File: config.mk
export PLATFORM = sky130hd
export DESIGN_NAME = v3au_sqrt_cell
export DESIGN_NICKNAME = d
export VERILOG_FILES = /design/src/rtl/v3au_sqrt_cell.sv
export SDC_FILE = /design/constraint.sdc
export NUM_CORES = 1
export LEC_CHECK = 0
export BUFFER_PORTS_ARGS = -buffer_cell sky130_fd_sc_hd__buf_2
export CAP_MARGIN = 20
export CORE_MARGIN = 5
export CORE_UTILIZATION = 45
export DETAILED_ROUTE_END_ITERATION = 16
export GPL_TIMING_DRIVEN = 0
export PLACE_DENSITY = 0.8
export SLEW_MARGIN = 5
export SYNTH_ARGS = -nofsm -noshare
export SYNTH_HDL_FRONTEND = slang
export SYNTH_SLANG_ARGS = --single-unit
File: constraint.sdc
create_clock -name clock -period 2.6 [get_ports clock]
set_input_delay 0.13 -clock clock [delete_from_list [all_inputs] [get_ports clock]]
set_output_delay 0.13 -clock clock [all_outputs]
set_load 0.05 [all_outputs]
File: src/rtl/v3au_sqrt_cell.sv
module v3au_sqrt_cell #(
   parameter int W     = 32,
   parameter int TAG_W = 1
) (
   input  logic             clock,
   input  logic             reset,
   input  logic             up_valid,
   input  logic [2*W-1:0]   up_rad,
   input  logic [W+1:0]     up_rem,
   input  logic [W-1:0]     up_root,
   input  logic [TAG_W-1:0] up_tag,
   output logic             dn_valid,
   output logic [2*W-1:0]   dn_rad,
   output logic [W+1:0]     dn_rem,
   output logic [W-1:0]     dn_root,
   output logic [TAG_W-1:0] dn_tag
);

   logic             valid_ff;
   logic [2*W-1:0]   rad_ff, rad_in;
   logic [W+1:0]     rem_ff, rem_in;
   logic [W-1:0]     root_ff, root_in;
   logic [TAG_W-1:0] tag_ff;
   logic [W+3:0]     rem2;
   logic [W+3:0]     trial;
   logic [W+3:0]     diff;
   logic             take;

   // One root digit per cell: bring down two radicand bits and try 4r+1.
   always_comb begin
      rem2    = {up_rem, up_rad[2*W-1 -: 2]};
      trial   = {2'b00, up_root, 2'b01};
      diff    = rem2 - trial;
      take    = (rem2 >= trial);
      rem_in  = take ? diff[W+1:0] : rem2[W+1:0];
      root_in = {up_root[W-2:0], take};
      rad_in  = {up_rad[2*W-3:0], 2'b00};
   end

   always_ff @(posedge clock) begin
      if (reset) begin
         valid_ff <= 1'b0;
      end else begin
         valid_ff <= up_valid;
      end
   end

   always_ff @(posedge clock) begin
      rad_ff  <= rad_in;
      rem_ff  <= rem_in;
      root_ff <= root_in;
      tag_ff  <= up_tag;
   end

   assign dn_valid = valid_ff;
   assign dn_rad   = rad_ff;
   assign dn_rem   = rem_ff;
   assign dn_root  = root_ff;
   assign dn_tag   = tag_ff;

endmodule

==> qor.csv <==
stage,metric,value,unit
run_status,status,"finished, final reports clean",
cells_and_area,most frequent cells in the layout,"buf_2 (264), dfxtp_1 (130), dlygate4sd3_1 (128)",
placed_design,Placement Setup Slack,-159.4,ps
power,clock network power share,38.6,%
power,Pwr Total,6.809,mW
placed_design,Final GP Congestion,0.9003,
timing,Final Max Tran Viols,0,
clocking,Sinks on Clock Net,130,
clocking,clock buffer depth,2,
synth,"Avg Cell Area, Syn",9.961,um^2
drt,TritonRoute pass-1 iters,5,
die,die width,116.2,um
drt,DRC Markers,0,
timing,Slew headroom,60.45,%
cells_and_area,final core occ,78.80,%
synth,Gate Count Post-Synth,510,
clocking,cts bufs inserted,17,
drt,post-route ant nets,0,
timing,Worst Tran Pin Value,590.7,ps
drt,Vias,5691,
die,total die area,13510,um^2
power,sw power,2.362,mW
drt,wire length per cell,20.49,um
power,Pwr per Cell Area,790.2,nW/um^2
power,Leak,4.238,nW
timing,final setup margin,56.46,ps
global_routing,initial antenna violation count,4,
global_routing,Overall Global Routing Usage,31.36,%
synth,Netlist cell types,62,
cells_and_area,fin nets,1091,
synth,Yosys reg bits,130,
cells_and_area,"commonest non-fill, non-tap cell in the layout",buf_2,
synth,Synth top area share,51.23,%
timing,final hold viol count,0,
cells_and_area,area delta synth->final,69.63,%
die,Die Y,116.2,um
clocking,TritonCTS clock tree,done,
power,Int Power,4.447,mW
synth,register area share after synthesis,51.23,%
global_routing,largest net degree at the start of global routing,17,
synth,"Async S/R FF share, synth",0,%
setup_path,Worst EP arrival,2850,ps
power,worst vdd ir,0.0006392,V
power,switching share of power,34.69,%
drt,initial detailed-routing violation count,354,
timing,Tmin final,2544,ps
timing,final hold slack,32.39,ps
timing,final setup violation count,0,
power,Reg power frac,33.1,%
drt,Via density,5.265,
setup_path,Worst Setup SP,up_root[19],
setup_path,Worst Path Required,2900,ps
global_routing,total grt overflow,0,
placed_design,post-DP HPWL,12390,um
synth,Post-synth EDFFs,0,
placed_design,port bufs,263,
setup_path,WS Path Type,input port to flop,
global_routing,vias in the first global route,5940,
global_routing,first-pass GRT wire length,32190,um
setup_path,Worst path slowest cell,dlygate4sd3_1,
setup_path,"Critical Path, Cell by Cell","dlygate4sd3_1, buf_2, inv_1, ha_1, clkbuf_8, a221oi_2, o31a_1, o221ai_2, a211oi_2, o21a_1, buf_6, clkinv_2, mux2_4",
die,IO Pins,266,
drt,total wire length,22150,um
die,Initial Util,46.45,%
setup_path,CP endpoint,dn_rem[27],
setup_path,CP endpoint kind,flop,
setup_path,crit start category,input port,
cells_and_area,layout cells sized above 1,36.65,%
synth,leading area contributor after synthesis,dfxtp_1,
synth,synth warn,0,
clocking,clock-pin slew on the worst setup and hold paths,60,ps
synth,Synth area leaders,"dfxtp_1 (51%), ha_1 (8.4%), nand2_1 (4.3%)",
min_path,worst hold-check path type,input port to flop,
timing,Tcrit/Tclk final,97.83,%
synth,synthesized area,5080,um^2
die,total core area,10940,um^2
setup_path,Crit Path Max Fanout,10,
timing,FMAX,0.3932,GHz
run,total of max-cap violations,0,
setup_path,Worst path max stage delay,560,ps
power,Logic pwr share,28.3,%
clocking,clk root buf,clkbuf_16,
die,Core Rows,38,
clocking,CTS H-tree lvls,4,
synth,Post-synth top flop,dfxtp_1,
[final cells by class]
type | count | area [um^2]
timing repair buffer | 393 | 2613
sequential | 130 | 2603
fill | 644 | 2318
multi-input combinational | 322 | 2297
clock buffer | 18 | 439.2
clock inverter | 14 | 201.4
tap | 140 | 175.2
inverter | 43 | 162.7
buffer | 16 | 113.9
antenna | 5 | 12.51
[power groups by stage]
stage	Clock [mW]	Sequential (mW)	Combinational (mW)
after floorplan	0	2.98	0.509
after global placement	0	2.27	1.63
after detailed placement	0	2.28	1.66
after CTS	2.58	2.24	1.82
after global routing	2.72	2.27	2.02
final	2.63	2.25	1.92
[worst min path at each step]
stage / from / end / slack (ps) / cells past startpoint
after floorplan: up_rad[8] / dn_rad[10] / 160 / 0
after global placement: up_rad[53] / dn_rad[55] / 230 / 1
after detailed placement: up_rad[23] / dn_rad[25] / 230 / 1
after CTS: up_rad[63] / dn_rem[1] / 20 / 3
after global routing: up_rad[63] / dn_rem[1] / 40 / 3
final: up_rad[63] / dn_rem[1] / 30 / 3
[through the flow]
stage          TNS, ps  cell area [um^2]  std cells
2_1_floorplan        0              5084        511
3_3_place_gp     -1813              6575        914
3_5_place_dp     -3801              6575        914
4_1_cts              0              8497       1074
5_1_grt         -168.7              8617       1081
6_report             0              8617       1081
[sequential cells by signal, indices dropped and copies added (netlist names)]
signal and count:
dn_valid 1, dn_rem 34, dn_root 32, dn_tag 1, dn_rad 62
[logic make-up after synthesis]
group	synth area share, %
other cells	0.07382
simple gates	11.16
buf+inv	5.074
xor+xnor	4.655
mux	1.084
flops	51.23
fa+ha+maj	8.374
compound gates	18.35
[critical path, delay by kind of cell]
kind | cells | cell delay [ps]
AOI/OAI and AO/OA | 5 | 990
adders and majority gates | 1 | 270
buffers and inverters | 6 | 1160
muxes | 1 | 310
[routing by layer]
layer / share of wire [%] / track usage, % / vias to the layer above
li1: - / - / 2581
met1: 34 / 31.67 / 2614
met2: 51 / 55.99 / 395
met3: 9.1 / 10.93 / 101
met4: 5.1 / 17.71 / 0
met5: 0 / 0 / -
[Yosys cell counts (3+ instances only)]
cell,instances
o21a_1,3
a31oi_1,4
nand2b_1,5
and3_2,3
and2_1,3
xor2_1,13
clkbuf_1,4
inv_1,42
nand4_1,6
nor3_1,10
dfxtp_1,130
ha_1,34
o21ai_0,41
o31ai_1,4
nand2_1,58
nor2_1,18
o41ai_2,3
a21oi_1,28
o21ai_1,4
xnor2_1,14
a21o_1,19
buf_2,6
mux2i_1,4
nand3_1,6
[repair_timing]
item	CTS	global route
buffers inserted	0	2
hold endpoints to repair	127	0
hold buffers	128	0
endpoints found under the setup margin	0	34
resized for setup	0	31
Power figures use the tool's default switching activity.
