## src/rtl/v3au_div_cell.sv

```systemverilog
module v3au_div_cell #(
   parameter int NW    = 50,
   parameter int DW    = 34,
   parameter int TAG_W = 1
) (
   input  logic                clock,
   input  logic                reset,
   input  logic                up_valid,
   input  logic [2:0][NW-1:0]  up_num,
   input  logic [2:0][DW-1:0]  up_rem,
   input  logic [2:0][NW-1:0]  up_quo,
   input  logic [DW-1:0]       up_den,
   input  logic [TAG_W-1:0]    up_tag,
   output logic                dn_valid,
   output logic [2:0][NW-1:0]  dn_num,
   output logic [2:0][DW-1:0]  dn_rem,
   output logic [2:0][NW-1:0]  dn_quo,
   output logic [DW-1:0]       dn_den,
   output logic [TAG_W-1:0]    dn_tag
);

   logic               valid_ff;
   logic [2:0][NW-1:0] num_ff, num_in;
   logic [2:0][DW-1:0] rem_ff, rem_in;
   logic [2:0][NW-1:0] quo_ff, quo_in;
   logic [DW-1:0]      den_ff;
   logic [TAG_W-1:0]   tag_ff;
   logic [2:0][DW:0]   rem2;
   logic [2:0][DW:0]   diff;
   logic [2:0]         take;

   // One quotient bit per cell for each of the three lanes (restoring step).
   always_comb begin
      for (int i = 0; i < 3; i++) begin
         rem2[i]   = {up_rem[i], up_num[i][NW-1]};
         diff[i]   = rem2[i] - {1'b0, up_den};
         take[i]   = (rem2[i] >= {1'b0, up_den});
         rem_in[i] = take[i] ? diff[i][DW-1:0] : rem2[i][DW-1:0];
         num_in[i] = {up_num[i][NW-2:0], 1'b0};
         quo_in[i] = {up_quo[i][NW-2:0], take[i]};
      end
   end

   always_ff @(posedge clock) begin
      if (reset) begin
         valid_ff <= 1'b0;
      end else begin
         valid_ff <= up_valid;
      end
   end

   always_ff @(posedge clock) begin
      num_ff <= num_in;
      rem_ff <= rem_in;
      quo_ff <= quo_in;
      den_ff <= up_den;
      tag_ff <= up_tag;
   end

   assign dn_valid = valid_ff;
   assign dn_num   = num_ff;
   assign dn_rem   = rem_ff;
   assign dn_quo   = quo_ff;
   assign dn_den   = den_ff;
   assign dn_tag   = tag_ff;

endmodule

```

## config.mk

```make
export PLATFORM = sky130hd
export DESIGN_NAME = v3au_div_cell
export DESIGN_NICKNAME = d
export VERILOG_FILES = /design/src/rtl/v3au_div_cell.sv
export SDC_FILE = /design/constraint.sdc
export NUM_CORES = 1
export LEC_CHECK = 0
export ABC_AREA = 1
export CAP_MARGIN = 20
export CORE_AREA = 2 2 344 346
export CTS_CLUSTER_SIZE = 40
export DETAILED_ROUTE_END_ITERATION = 16
export DIE_AREA = 0 0 346 348
export DONT_BUFFER_PORTS = 1
export PLACE_DENSITY_LB_ADDON = 0.25
export SLEW_MARGIN = 20
export SYNTH_ARGS = -nofsm -noshare
export SYNTH_HDL_FRONTEND = slang
export SYNTH_SLANG_ARGS = --single-unit
```

## constraint.sdc

```tcl
create_clock -name clock -period 2 [get_ports clock]
set_input_delay 0.4 -clock clock [delete_from_list [all_inputs] [get_ports clock]]
set_output_delay 0.4 -clock clock [all_outputs]
set_load 0.05 [all_outputs]
```

==> run summary, run 1 <==
TIMING
---------------------------------------------------------------------------------------
Unrepaired setup endpoints after global routing ..........................           no
Final Cycle Share ........................................................        0.960
Sum of negative setup slack ..............................................         0 ns
Tightest slew margin relative to the limit ...............................        0.497
Count of final max-slew check failures ...................................            0
Setup Viol. Count Final ..................................................            0
Measured slew at the worst slew-check pin ................................     0.753 ns
Final hold violations ....................................................            0
Highest attainable clock frequency .......................................      521 MHz
Shortest period the worst path allows ....................................      1.92 ns

PLACE
---------------------------------------------------------------------------------------
Sum of net half-perimeters after detailed placement ......................   115,000 um
Placement Cell Area ...................................................... 23,400 sq um
Count of buffers inserted at the top-level ports .........................            0
Gp weighted congestion ...................................................        0.896

LAYOUT
---------------------------------------------------------------------------------------
Final design area excluding fillers ...................................... 29,800 sq um
Layout cell share with drive strength beyond 1 ...........................        0.202
Area grow syn2layout .....................................................        67.6%
Final-stage net count ....................................................        3,787

ROUTING
---------------------------------------------------------------------------------------
DR top layer .............................................................         met5
DRC violation count after routing ........................................            0
Routed wl met3 ...........................................................    13,700 um
Ratio of routed vias to standard cells ...................................         3.80
First drt pass iteration count ...........................................            5
Average routed wire per standard cell ....................................      27.1 um
Final routed wirelength across all metal layers ..........................   131,000 um
Number of nets with antenna violations after routing .....................            0
Vias post-DR .............................................................       18,400
Number of violations reported at the end of detailed-routing iteration 0 .          897
WL met1 ..................................................................    48,300 um
Met2 Wirelength ..........................................................    65,200 um

GLOBAL ROUTE
---------------------------------------------------------------------------------------
Global-route wire length before repair ...................................   168,000 um
Vias in the first global route ...........................................       18,400
Overall overflow remaining after global route ............................            0
Antenna violations before repair .........................................          111
Total routing resource utilization after global routing ..................        0.210
Maximum number of pins on one net before global-route repair .............           34

HOLD PATH
---------------------------------------------------------------------------------------
Min-Delay Startpoint .....................................................    up_den[0]
Classification of the worst-slack hold path .............................. primary input to flip-flop

SYNTH
---------------------------------------------------------------------------------------
Simple-gate share of the synthesized area ................................        0.287
XOR/XNOR Fraction of Synth Area ..........................................       0.0266
Most area-hungry cell type in the Yosys netlist .......................... sky130_fd_sc_hd__dfxtp_1
Cells after Synth ........................................................        2,305
Netlist cell types .......................................................           36
Dominant cells by area after synthesis ................................... sky130_fd_sc_hd__dfxtp_1 (49%), sky130_fd_sc_hd__nand2_1 (18%), sky130_fd_sc_hd__ha_1 (7.2%)
Most common cell in the synthesized netlist .............................. sky130_fd_sc_hd__nand2_1
Proportion of synthesized area in mux cells ..............................            0
Top_reg_cell synth ....................................................... sky130_fd_sc_hd__dfxtp_1
#FFs+latches synth .......................................................          435
Synth warnings ...........................................................            0
Average size of a mapped cell ............................................   7.72 sq um
Cell types with the highest counts after synthesis ....................... sky130_fd_sc_hd__nand2_1 (858), sky130_fd_sc_hd__dfxtp_1 (435), sky130_fd_sc_hd__inv_1 (323), sky130_fd_sc_hd__nor2_1 (153), sky130_fd_sc_hd__ha_1 (102)
Combinational family with the most area after synthesis .................. simple AND/OR/NAND/NOR gates
Cell area after synthesis ................................................ 17,800 sq um
Yosys top cell area share ................................................        0.489
Adder and majority cell fraction of the synthesized area .................       0.0751
Number of synthesized flops with an enable pin ...........................            0
Compound-cell area share of the yosys netlist ............................       0.0373
Sequential-to-total area share from yosys stat ...........................        0.489
Share of synthesized registers carrying an async set or reset ............            0

CRITICAL PATH
---------------------------------------------------------------------------------------
CP Cell Sequence ......................................................... dlygate4sd3_1 > fa_1 > nand2_1 > nand2_1 > nand2_1 > nand2_1 > nand2_1 > nand2_1 > buf_4 > xor2_1 > nand2_1 > nand2_1
Required time at the worst-slack endpoint ................................      2.55 ns
Largest incremental delay on the critical path ...........................      0.62 ns
Crit. Startpoint .........................................................   up_rem[34]
Data arrival time of the critical path ...................................      2.47 ns
Critical-path cell with the highest stage delay .......................... sky130_fd_sc_hd__dlygate4sd3_1
Most repeated library cell on the critical path .......................... sky130_fd_sc_hd__nand2_1
Critical Setup Path Class ................................................ primary input to flip-flop
Critical path fanouts, max ...............................................            3
Category of the worst setup path capture point ...........................    flip-flop
Startpoint type of the worst setup path .................................. primary input

POWER AND IR DROP
---------------------------------------------------------------------------------------
Worst supply voltage drop on vdd .........................................     0.644 mV
Power per cell area ......................................................  982 nW/um^2
Leak pwr .................................................................      14.7 nW

FLOORPLANNING
---------------------------------------------------------------------------------------
Number of placed I/O pins ................................................          878
Die span in x ............................................................       346 um
Number of rows created at floorplan ......................................          126
Core Box Area ............................................................ 117,000 sq um
Die Area ................................................................. 120,000 sq um
Height of the die ........................................................       348 um
Starting Density .........................................................        0.152

CLOCKING
---------------------------------------------------------------------------------------
Buffer type at the clock tree root ....................................... sky130_fd_sc_hd__clkbuf_16
Maximum clock insertion buffer count .....................................            3
Clock tree from TritonCTS ................................................        built
Clock sink count .........................................................          435
Cts bufs inserted ........................................................           57
Number of levels the H-tree was split into ...............................            2
Clock-pin transition on the worst setup and hold timing paths ............      0.06 ns
Buffer count from post-CTS setup fixing ..................................            0

JOB
---------------------------------------------------------------------------------------
Max-cap violations .......................................................            0

OUTCOME
---------------------------------------------------------------------------------------
Run status ...............................................................    completed

-- final timing paths --
path	depth (start not counted)	slack [ns]	end
setup / recovery	12	0.08	dn_rem[46]$_DFF_P_
hold / removal	4	0.11	dn_rem[34]$_DFF_P_
-- flip-flops by register name, indices dropped and copies added (netlist names) --
| signal | count |
|---|---|
| dn_rem | 102 |
| dn_quo | 150 |
| dn_num | 147 |
| dn_den | 34 |
| dn_valid | 1 |
| dn_tag | 1 |
-- cells by family (layout without fill, tap and decap cells) --
kind of cell	after synthesis	after routing
compound gates	126	126
other cells	1	18
simple gates	1222	1222
xor+xnor	54	54
buf+inv	362	1340
flops	435	435
fa+ha+maj	105	105
-- through the flow --
stage	power (W)	instances	hold WS, ns	util	worst slack, ns
global placement	0.0177	4286	0.428	0.200	-0.660
floorplan	0.0148	2307	0.428	-	0.00892
detailed placement	0.0176	4286	0.428	0.200	-0.656
finish	0.0293	4836	0.108	0.255	0.0791
global route	0.0306	4823	0.0750	0.255	0.00172
CTS	0.0299	4821	0.0527	0.254	0.0197
-- repair_timing --
| action | in CTS | in global routing |
|---|---|---|
| resized for setup | 0 | 11 |
| hold endpoints to repair | 432 | 0 |
| hold buffers | 433 | 0 |
| endpoints found under the setup margin | 0 | 29 |
-- metal layers --
layer,track usage,vias up
met3,0.0968,268
li1,-,8949
met4,0.0407,52
met5,0,-
met2,0.382,777
met1,0.222,8314
-- worst max-delay path: cells and delay by family --
kind,cells,cell delay [ns]
XOR/XNOR,1,0.13
adder cells (fa/ha/maj),1,0.48
buffers and inverters,2,0.78
AND/OR/NAND/NOR,8,0.67
-- placed cells by master, fill, tap and decap left out, types with 58 or more instances in the layout --
cell type and count:
sky130_fd_sc_hd__nand2_1 850, sky130_fd_sc_hd__dfxtp_1 435, sky130_fd_sc_hd__dlygate4sd3_1 433, sky130_fd_sc_hd__buf_4 432, sky130_fd_sc_hd__inv_1 322, sky130_fd_sc_hd__nor2_1 153
sky130_fd_sc_hd__ha_1 101, sky130_fd_sc_hd__nand3_1 95, sky130_fd_sc_hd__a21oi_1 79, sky130_fd_sc_hd__clkbuf_16 58
-- where the power goes --
group	switching, W	internal (W)
registers	0.00315	0.00946
clock network	0.00442	0.00661
logic	0.00307	0.00257
total	0.0106	0.0186
-- area by class of cell --
class                   instances  area (sq um)
diodes                         15          37.5
clock buffers                  69          1560
clock inverters                33           454
fillers                     12900         87200
inverters                     341          1300
multi-input cells            1510          7620
flip-flops and latches        435          8710
well taps                    1536          1920
repair buffers                897          8220
No activity file was read; power rests on OpenSTA's default activity.
==> inputs of run 2 (changes only) <==
- ABC_AREA: 1 -> not set
- CORE_AREA: 2 2 344 346 -> 2 2 338 340
- DIE_AREA: 0 0 346 348 -> 0 0 340 342
==> run 2 against run 1 <==
Effect of this change:
- the run now ends with negative setup slack left
- sequential power hardly changed
- design area shrank 2.4%
- worst hold slack worse by 0.037 ns
- die area fell by 3.4%
- critical path depth rose by 1
- flip-flop and latch count did not move
- final cell count fell by 19%
- clock power down 7%
- utilization rose by 0.24 points
- wire length is 17% lower
- largest power group unchanged
==> run summary, run 2 <==
ROUTING
---------------------------------------------------------------------------------------
Ratio of routed vias to standard cells ...................................         3.83   +0.87%
Number of nets with antenna violations after routing .....................            0   unchanged
First drt pass iteration count ...........................................            5   unchanged
Vias post-DR .............................................................       15,000   -18%
Average routed wire per standard cell ....................................      27.8 um   +2.6%
Number of violations reported at the end of detailed-routing iteration 0 .          750   -16%
DRC violation count after routing ........................................            0   unchanged
Final routed wirelength across all metal layers ..........................   109,000 um   -17%

TIMING
---------------------------------------------------------------------------------------
Count of final max-slew check failures ...................................            0   unchanged
Shortest period the worst path allows ....................................      2.47 ns   +0.546 ns
Tightest slew margin relative to the limit ...............................        0.492   -0.00475
Measured slew at the worst slew-check pin ................................     0.761 ns   +0.00711 ns
Final Cycle Share ........................................................         1.23   +0.273
Highest attainable clock frequency .......................................      405 MHz   -22%
Final hold violations ....................................................            0   unchanged
Unrepaired setup endpoints after global routing ..........................          yes
Setup Viol. Count Final ..................................................          105   +105
Post-route setup slack ...................................................    -0.467 ns   -0.546 ns

FLOORPLANNING
---------------------------------------------------------------------------------------
Die span in x ............................................................       340 um   -1.7%
Number of rows created at floorplan ......................................          124   -1.6%
Height of the die ........................................................       342 um   -1.7%
Starting Density .........................................................        0.135   -0.0170
Number of placed I/O pins ................................................          878   unchanged
Die Area ................................................................. 116,000 sq um   -3.4%
Core Box Area ............................................................ 113,000 sq um   -3.3%

CRITICAL PATH
---------------------------------------------------------------------------------------
Critical-path cell with the highest stage delay .......................... sky130_fd_sc_hd__or3_4
Critical path fanouts, max ...............................................            7   +4
CP top delay family ...................................................... compound AO/OA/AOI/OAI gates
Category of the worst setup path capture point ...........................    flip-flop
Required time at the worst-slack endpoint ................................      2.50 ns   -0.05 ns
Critical Setup Path Class ................................................ primary input to flip-flop
Number of buffer and inverter instances along the worst setup path .......            5   +3
Startpoint type of the worst setup path .................................. primary input
Most repeated library cell on the critical path .......................... sky130_fd_sc_hd__buf_4
Data arrival time of the critical path ...................................      2.96 ns   +0.49 ns
CP Cell Sequence ......................................................... clkinvlp_4 > buf_4 > ha_1 > o21ai_1 > a21oi_1 > o211ai_1 > buf_4 > a21oi_4 > or3_4 > a31oi_4 > buf_6 > inv_12 > mux2_2
Largest incremental delay on the critical path ...........................      0.36 ns   -0.26 ns

POWER AND IR DROP
---------------------------------------------------------------------------------------
Clock group share of total power .........................................        0.351   -0.026
Switching pwr ............................................................     0.0104 W   -2.4%
Relative contribution of sequential cells to total power .................        0.437   +0.006
Switching portion of total power .........................................        0.357   -0.00608
Power per cell area ......................................................  999 nW/um^2   +1.8%
Logic gate share of total power ..........................................        0.212   +0.019
Worst supply voltage drop on vdd .........................................     0.637 mV   -0.99%
Internal Pwr Total .......................................................     0.0187 W   +0.25%
Leak pwr .................................................................      12.3 nW   -16%

LAYOUT
---------------------------------------------------------------------------------------
Final-stage net count ....................................................        2,906   -23%
Leading cell types in the layout, fill and taps excluded ................. sky130_fd_sc_hd__dfxtp_1 (435), sky130_fd_sc_hd__dlygate4sd3_1 (433), sky130_fd_sc_hd__buf_4 (398)
Most frequent standard cell in the layout excluding fill and tap cells ... sky130_fd_sc_hd__dfxtp_1
Largest register FFs .....................................................          150   unchanged
Final design area excluding fillers ...................................... 29,100 sq um   -2.4%
# fillers ................................................................       11,900   -8.0%
Layout cell share with drive strength beyond 1 ...........................        0.355   +0.154
Area grow syn2layout .....................................................        90.4%
Non-Filler Instances .....................................................        3,928   -19%

CLOCKING
---------------------------------------------------------------------------------------
Buffer type at the clock tree root ....................................... sky130_fd_sc_hd__clkbuf_16
Maximum clock insertion buffer count .....................................            3   unchanged
Clock tree from TritonCTS ................................................        built
Clock sink count .........................................................          435   unchanged
Clock-pin transition on the worst setup and hold timing paths ............      0.06 ns   about the same
Number of levels the H-tree was split into ...............................            2   unchanged
Cts bufs inserted ........................................................           52   -8.8%

HOLD PATH
---------------------------------------------------------------------------------------
Classification of the worst-slack hold path .............................. primary input to flip-flop

PLACE
---------------------------------------------------------------------------------------
Placement Cell Area ...................................................... 20,400 sq um   -13%
Count of buffers inserted at the top-level ports .........................            0   unchanged
Sum of net half-perimeters after detailed placement ......................    89,600 um   -22%
Gp weighted congestion ...................................................        0.901   +0.57%
Cell Count Post-Placement ................................................        3,325   -22%

GLOBAL ROUTE
---------------------------------------------------------------------------------------
Overall overflow remaining after global route ............................            0   unchanged
Antenna violations before repair .........................................           77   -31%
Total routing resource utilization after global routing ..................        0.178   -0.0323
Vias in the first global route ...........................................       16,100   -13%
Maximum number of pins on one net before global-route repair .............           15   -56%
Global-route wire length before repair ...................................   140,000 um   -16%

SYNTH
---------------------------------------------------------------------------------------
Average size of a mapped cell ............................................   10.7 sq um   +38%
Cell area after synthesis ................................................ 15,300 sq um   -14%
Share of synthesized registers carrying an async set or reset ............            0   unchanged
Most area-hungry cell type in the Yosys netlist .......................... sky130_fd_sc_hd__dfxtp_1
Synth warnings ...........................................................            0   unchanged
Top_reg_cell synth ....................................................... sky130_fd_sc_hd__dfxtp_1
Number of synthesized flops with an enable pin ...........................            0   unchanged
#FFs+latches synth .......................................................          435   unchanged
Yosys top cell area share ................................................        0.570   +0.0804
Cell types with the highest counts after synthesis ....................... sky130_fd_sc_hd__dfxtp_1 (435), sky130_fd_sc_hd__nand2_1 (147), sky130_fd_sc_hd__ha_1 (102), sky130_fd_sc_hd__a21oi_1 (95), sky130_fd_sc_hd__o21ai_0 (94)
Most common cell in the synthesized netlist .............................. sky130_fd_sc_hd__dfxtp_1
Cells after Synth ........................................................        1,433   -38%
Netlist cell types .......................................................           82   +130%
Sequential-to-total area share from yosys stat ...........................        0.570   +0.0804
Dominant cells by area after synthesis ................................... sky130_fd_sc_hd__dfxtp_1 (57%), sky130_fd_sc_hd__ha_1 (8.4%), sky130_fd_sc_hd__nand2_1 (3.6%)

OUTCOME
---------------------------------------------------------------------------------------
Violated checks .......................................................... negative setup slack
Run status ............................................................... finished with violations

JOB
---------------------------------------------------------------------------------------
Max-cap violations .......................................................            0   unchanged

[run 2: changes by cell type after synthesis, sizes merged, moves of 18 or more]
cell and delta:
nand3b -18, nand2 -748, xnor2 +41, nand3 -68, a21o +37, inv -269
nor2 -125, o21ai +93
[run 2: worst paths after layout]
check                       endpoint  cells after the start  slack [ns]       start
hold / removal    dn_rem[26]$_DFF_P_                      2        0.07  up_rem[25]
setup / recovery  dn_rem[94]$_DFF_P_                     13       -0.47   up_den[5]
[run 2: kinds of logic after synthesis]
family | count (synthesis) | synth area share
buffers and inverters | 107 | 0.0305
xor gates and xnor gates | 85 | 0.0487
adders and majority gates | 105 | 0.0874
DFF | 435 | 0.570
and+or+nand+nor | 311 | 0.0939
AOI/OAI and AO/OA | 373 | 0.157
muxes | 16 | 0.0120
other | 1 | 0.000245
[run 2: through the flow]
| step | total power, W | setup TNS, ns | hold slack [ns] | utilization | setup WS (ns) |
|---|---|---|---|---|---|
| 2_1_floorplan | 0.0147 | -62.74 | 0.428 | - | -0.744 |
| 3_3_place_gp | 0.0171 | -127.74 | 0.428 | 0.180 | -1.54 |
| 3_5_place_dp | 0.0171 | -131.57 | 0.428 | 0.180 | -1.54 |
| 4_1_cts | 0.0292 | -33.08 | 0.00414 | 0.250 | -0.434 |
| 5_1_grt | 0.0303 | -42.03 | 0.0354 | 0.257 | -0.482 |
| 6_report | 0.0291 | -39.62 | 0.0710 | 0.257 | -0.467 |
[run 2: power by group through the flow]
stage / Clock (W) / Sequential (W) / Combinational (W)
after floorplan: 0 / 0.0127 / 0.00198
after global placement: 0 / 0.0130 / 0.00412
after detailed placement: 0 / 0.0129 / 0.00413
after CTS: 0.0106 / 0.0128 / 0.00587
after global routing: 0.0109 / 0.0128 / 0.00660
final: 0.0102 / 0.0127 / 0.00617
[run 2: final cells by class]
type                       count  area (sq um)  share of cell area
sequential                   435          8710               0.299
timing repair buffer         908          8600               0.296
multi-input combinational    893          7720               0.265
tap                         1512          1890              0.0650
clock buffer                  68          1420              0.0489
clock inverter                26           395              0.0136
inverter                      71           318              0.0109
antenna                       15          37.5             0.00129
[run 2: per-layer routing]
layer,GRT usage,routed length (um)
met1,0.176,37100
met2,0.336,56800
met3,0.0841,12300
met4,0.0374,2880
met5,0,154
[run 2: timing repair]
item / CTS / global route
cloned: 14 / 4
setup endpoints to repair: 105 / 105
hold endpoints to repair: 430 / 1
buffers inserted: 41 / 17
hold buffers: 432 / 1
pin swaps: 95 / 71
resized for setup: 279 / 180
==> inputs of run 3 (changes only) <==
- SKIP_CTS_REPAIR_TIMING: not set -> 1
==> run 3 against run 2 <==
Effect of this change:
- the run ends with negative hold slack, negative setup slack left
- worst setup slack lost 0.12 ns
- flip-flop and latch count is the same
- design area fell by 2.0%
- sequential power hardly changed
- final cell count about the same
- largest power group unchanged
- critical path type unchanged
==> run summary, run 3 (synthesized netlist as in run 2, its figures left out) <==
OUTCOME
---------------------------------------------------------------------------------------
Run status ............................................................... finished with violations
Violated checks .......................................................... negative hold slack, negative setup slack

FLOORPLANNING
---------------------------------------------------------------------------------------
Core Box Area ............................................................ 113,000 sq um   unchanged
Number of rows created at floorplan ......................................          124   unchanged
Height of the die ........................................................       342 um   unchanged
Die span in x ............................................................       340 um   unchanged
Die Area ................................................................. 116,000 sq um   unchanged
Number of placed I/O pins ................................................          878   unchanged
Starting Density .........................................................        0.135   unchanged

CLOCKING
---------------------------------------------------------------------------------------
Number of levels the H-tree was split into ...............................            2   unchanged
Maximum clock insertion buffer count .....................................            3   unchanged
Clock sink count .........................................................          435   unchanged
Clock tree from TritonCTS ................................................        built
Clock-pin transition on the worst setup and hold timing paths ............      0.06 ns   about the same
Cts bufs inserted ........................................................           52   unchanged
Buffer type at the clock tree root ....................................... sky130_fd_sc_hd__clkbuf_16

TIMING
---------------------------------------------------------------------------------------
Final hold violations ....................................................            1   +1
Unrepaired setup endpoints after global routing ..........................          yes
Final Cycle Share ........................................................         1.30   +0.0623
Worst hold margin ........................................................   -0.0772 ns   -0.148 ns
Count of final max-slew check failures ...................................            0   unchanged
Measured slew at the worst slew-check pin ................................     0.781 ns   +0.0201 ns
Post-route setup slack ...................................................    -0.592 ns   -0.125 ns
Shortest period the worst path allows ....................................      2.59 ns   +0.125 ns
Setup Viol. Count Final ..................................................          105   unchanged
Highest attainable clock frequency .......................................      386 MHz   -4.8%
Tightest slew margin relative to the limit ...............................        0.479   -0.0134

CRITICAL PATH
---------------------------------------------------------------------------------------
Required time at the worst-slack endpoint ................................      2.57 ns   +0.07 ns
CP Cell Sequence ......................................................... clkinvlp_4 > buf_6 > ha_4 > nor2b_4 > o2111ai_2 > nand3_2 > a221o_1 > a21oi_4 > a2111oi_4 > a21oi_4 > buf_6 > buf_12 > nand2_1 > o21ai_2 > buf_4
Critical-path cell with the highest stage delay .......................... sky130_fd_sc_hd__a221o_1
Critical Setup Path Class ................................................ primary input to flip-flop
Startpoint type of the worst setup path .................................. primary input
Category of the worst setup path capture point ...........................    flip-flop
Largest incremental delay on the critical path ...........................      0.39 ns   +0.03 ns
Critical path fanouts, max ...............................................            7   unchanged
Data arrival time of the critical path ...................................      3.16 ns   +0.20 ns

GLOBAL ROUTE
---------------------------------------------------------------------------------------
Antenna violations before repair .........................................           79   +2.6%
Global-route wire length before repair ...................................   127,000 um   -9.2%
Overall overflow remaining after global route ............................            0   unchanged
Maximum number of pins on one net before global-route repair .............           42   +27
Vias in the first global route ...........................................       13,200   -18%
Total routing resource utilization after global routing ..................        0.165   -0.0133

HOLD PATH
---------------------------------------------------------------------------------------
Classification of the worst-slack hold path .............................. primary input to flip-flop

POWER AND IR DROP
---------------------------------------------------------------------------------------
Logic gate share of total power ..........................................        0.204   -0.008
Relative contribution of sequential cells to total power .................        0.442   +0.005
Switching portion of total power .........................................        0.357   -0.000799
Power per cell area ...................................................... 1010 nW/um^2   +1.0%
Clock group share of total power .........................................        0.354   +0.003
Worst supply voltage drop on vdd .........................................     0.636 mV   -0.25%
Internal Pwr Total .......................................................     0.0185 W   -0.90%
Switching pwr ............................................................     0.0103 W   -1.2%
Leak pwr .................................................................      12.1 nW   -2.2%

ROUTING
---------------------------------------------------------------------------------------
Ratio of routed vias to standard cells ...................................         3.85   +0.58%
Number of violations reported at the end of detailed-routing iteration 0 .          708   -5.6%
Vias post-DR .............................................................       15,100   +0.56%
DRC violation count after routing ........................................            0   unchanged
First drt pass iteration count ...........................................            5   unchanged
Number of nets with antenna violations after routing .....................            0   unchanged
Average routed wire per standard cell ....................................      27.7 um   -0.45%
Final routed wirelength across all metal layers ..........................   109,000 um   -0.48%

PLACE
---------------------------------------------------------------------------------------
Sum of net half-perimeters after detailed placement ......................    89,600 um   unchanged
Count of buffers inserted at the top-level ports .........................            0   unchanged
Gp weighted congestion ...................................................        0.901   unchanged
Post-placement worst setup slack .........................................     -1.54 ns   unchanged

LAYOUT
---------------------------------------------------------------------------------------
Most frequent standard cell in the layout excluding fill and tap cells ... sky130_fd_sc_hd__dfxtp_1
Layout cell share with drive strength beyond 1 ...........................        0.330   -0.0257
Leading cell types in the layout, fill and taps excluded ................. sky130_fd_sc_hd__dfxtp_1 (435), sky130_fd_sc_hd__dlygate4sd3_1 (430), sky130_fd_sc_hd__buf_4 (402)
Final-stage net count ....................................................        2,899   -0.24%
# fillers ................................................................       12,000   +0.78%
Largest register FFs .....................................................          150   unchanged
Area grow syn2layout .....................................................        86.6%
Core Util, Final .........................................................        0.252   -0.00517

JOB
---------------------------------------------------------------------------------------
Max-cap violations .......................................................            0   unchanged

==> run 3: changes by cell type in the layout (fill, tap and decap cells not counted), moves of 6 or more <==
cell                        before  now
sky130_fd_sc_hd__diode_2        15   21
sky130_fd_sc_hd__nand2_4        42   19
sky130_fd_sc_hd__o21ai_1        29   42
sky130_fd_sc_hd__o21ai_4        10    4
sky130_fd_sc_hd__a21oi_1        73   79
sky130_fd_sc_hd__clkbuf_16      57   63
sky130_fd_sc_hd__o21ai_2        54   46
sky130_fd_sc_hd__buf_16          9    0
sky130_fd_sc_hd__nand2_1        69   87
==> run 3: per-layer routing <==
metal  up-vias  wire length [um]  global-route usage
li1       6884                 -                   -
met1      7226             37100               0.153
met2       739             55800               0.304
met3       246             12100              0.0976
met4        32              3600              0.0423
met5         -               198                   0
==> run 3: worst max-delay path: cells and delay by family <==
kind	cells	cell delay, ns
fa+ha+maj	1	0.20
buf+inv	5	0.82
compound gates	6	1.38
simple gates	3	0.35
==> run 3: final timing paths <==
kind | slack [ns] | startpoint | to | depth (start not counted)
max | -0.59 | up_den[1] | dn_rem[31]$_DFF_P_ | 15
min | -0.08 | up_rem[72] | dn_rem[73]$_DFF_P_ | 2
==> run 3: cell type report <==
cell class / count / area, sq um / area share
Antenna cell: 21 / 52.6 / 0.00184
Clock inverter: 26 / 395 / 0.0139
Sequential cell: 435 / 8710 / 0.305
Clock buffer: 68 / 1420 / 0.0499
Tap cell: 1512 / 1890 / 0.0663
Multi-Input combinational cell: 893 / 7310 / 0.256
Inverter: 71 / 307 / 0.0108
Timing Repair Buffer: 901 / 8430 / 0.296
==> run 3: power by group through the flow <==
stage | Clock, W | Sequential (W) | Combinational, W
floorplan | 0 | 0.0127 | 0.00198
CTS | 0.0106 | 0.0128 | 0.00416
finish | 0.0102 | 0.0127 | 0.00587
detailed placement | 0 | 0.0129 | 0.00413
global placement | 0 | 0.0130 | 0.00412
global route | 0.0109 | 0.0128 | 0.00628
==> run 3: through the flow <==
step | total power, W | setup TNS (ns) | hold WS [ns] | std cells | cell area [sq um]
after floorplan | 0.0147 | -62.74 | 0.428 | 1435 | 15500
after global placement | 0.0171 | -127.74 | 0.428 | 3325 | 20400
after detailed placement | 0.0171 | -131.57 | 0.428 | 3325 | 20400
after CTS | 0.0275 | -59.54 | -0.286 | 3419 | 22200
after global routing | 0.0299 | -52.82 | -0.0945 | 3918 | 28500
final | 0.0288 | -47.05 | -0.0772 | 3927 | 28500
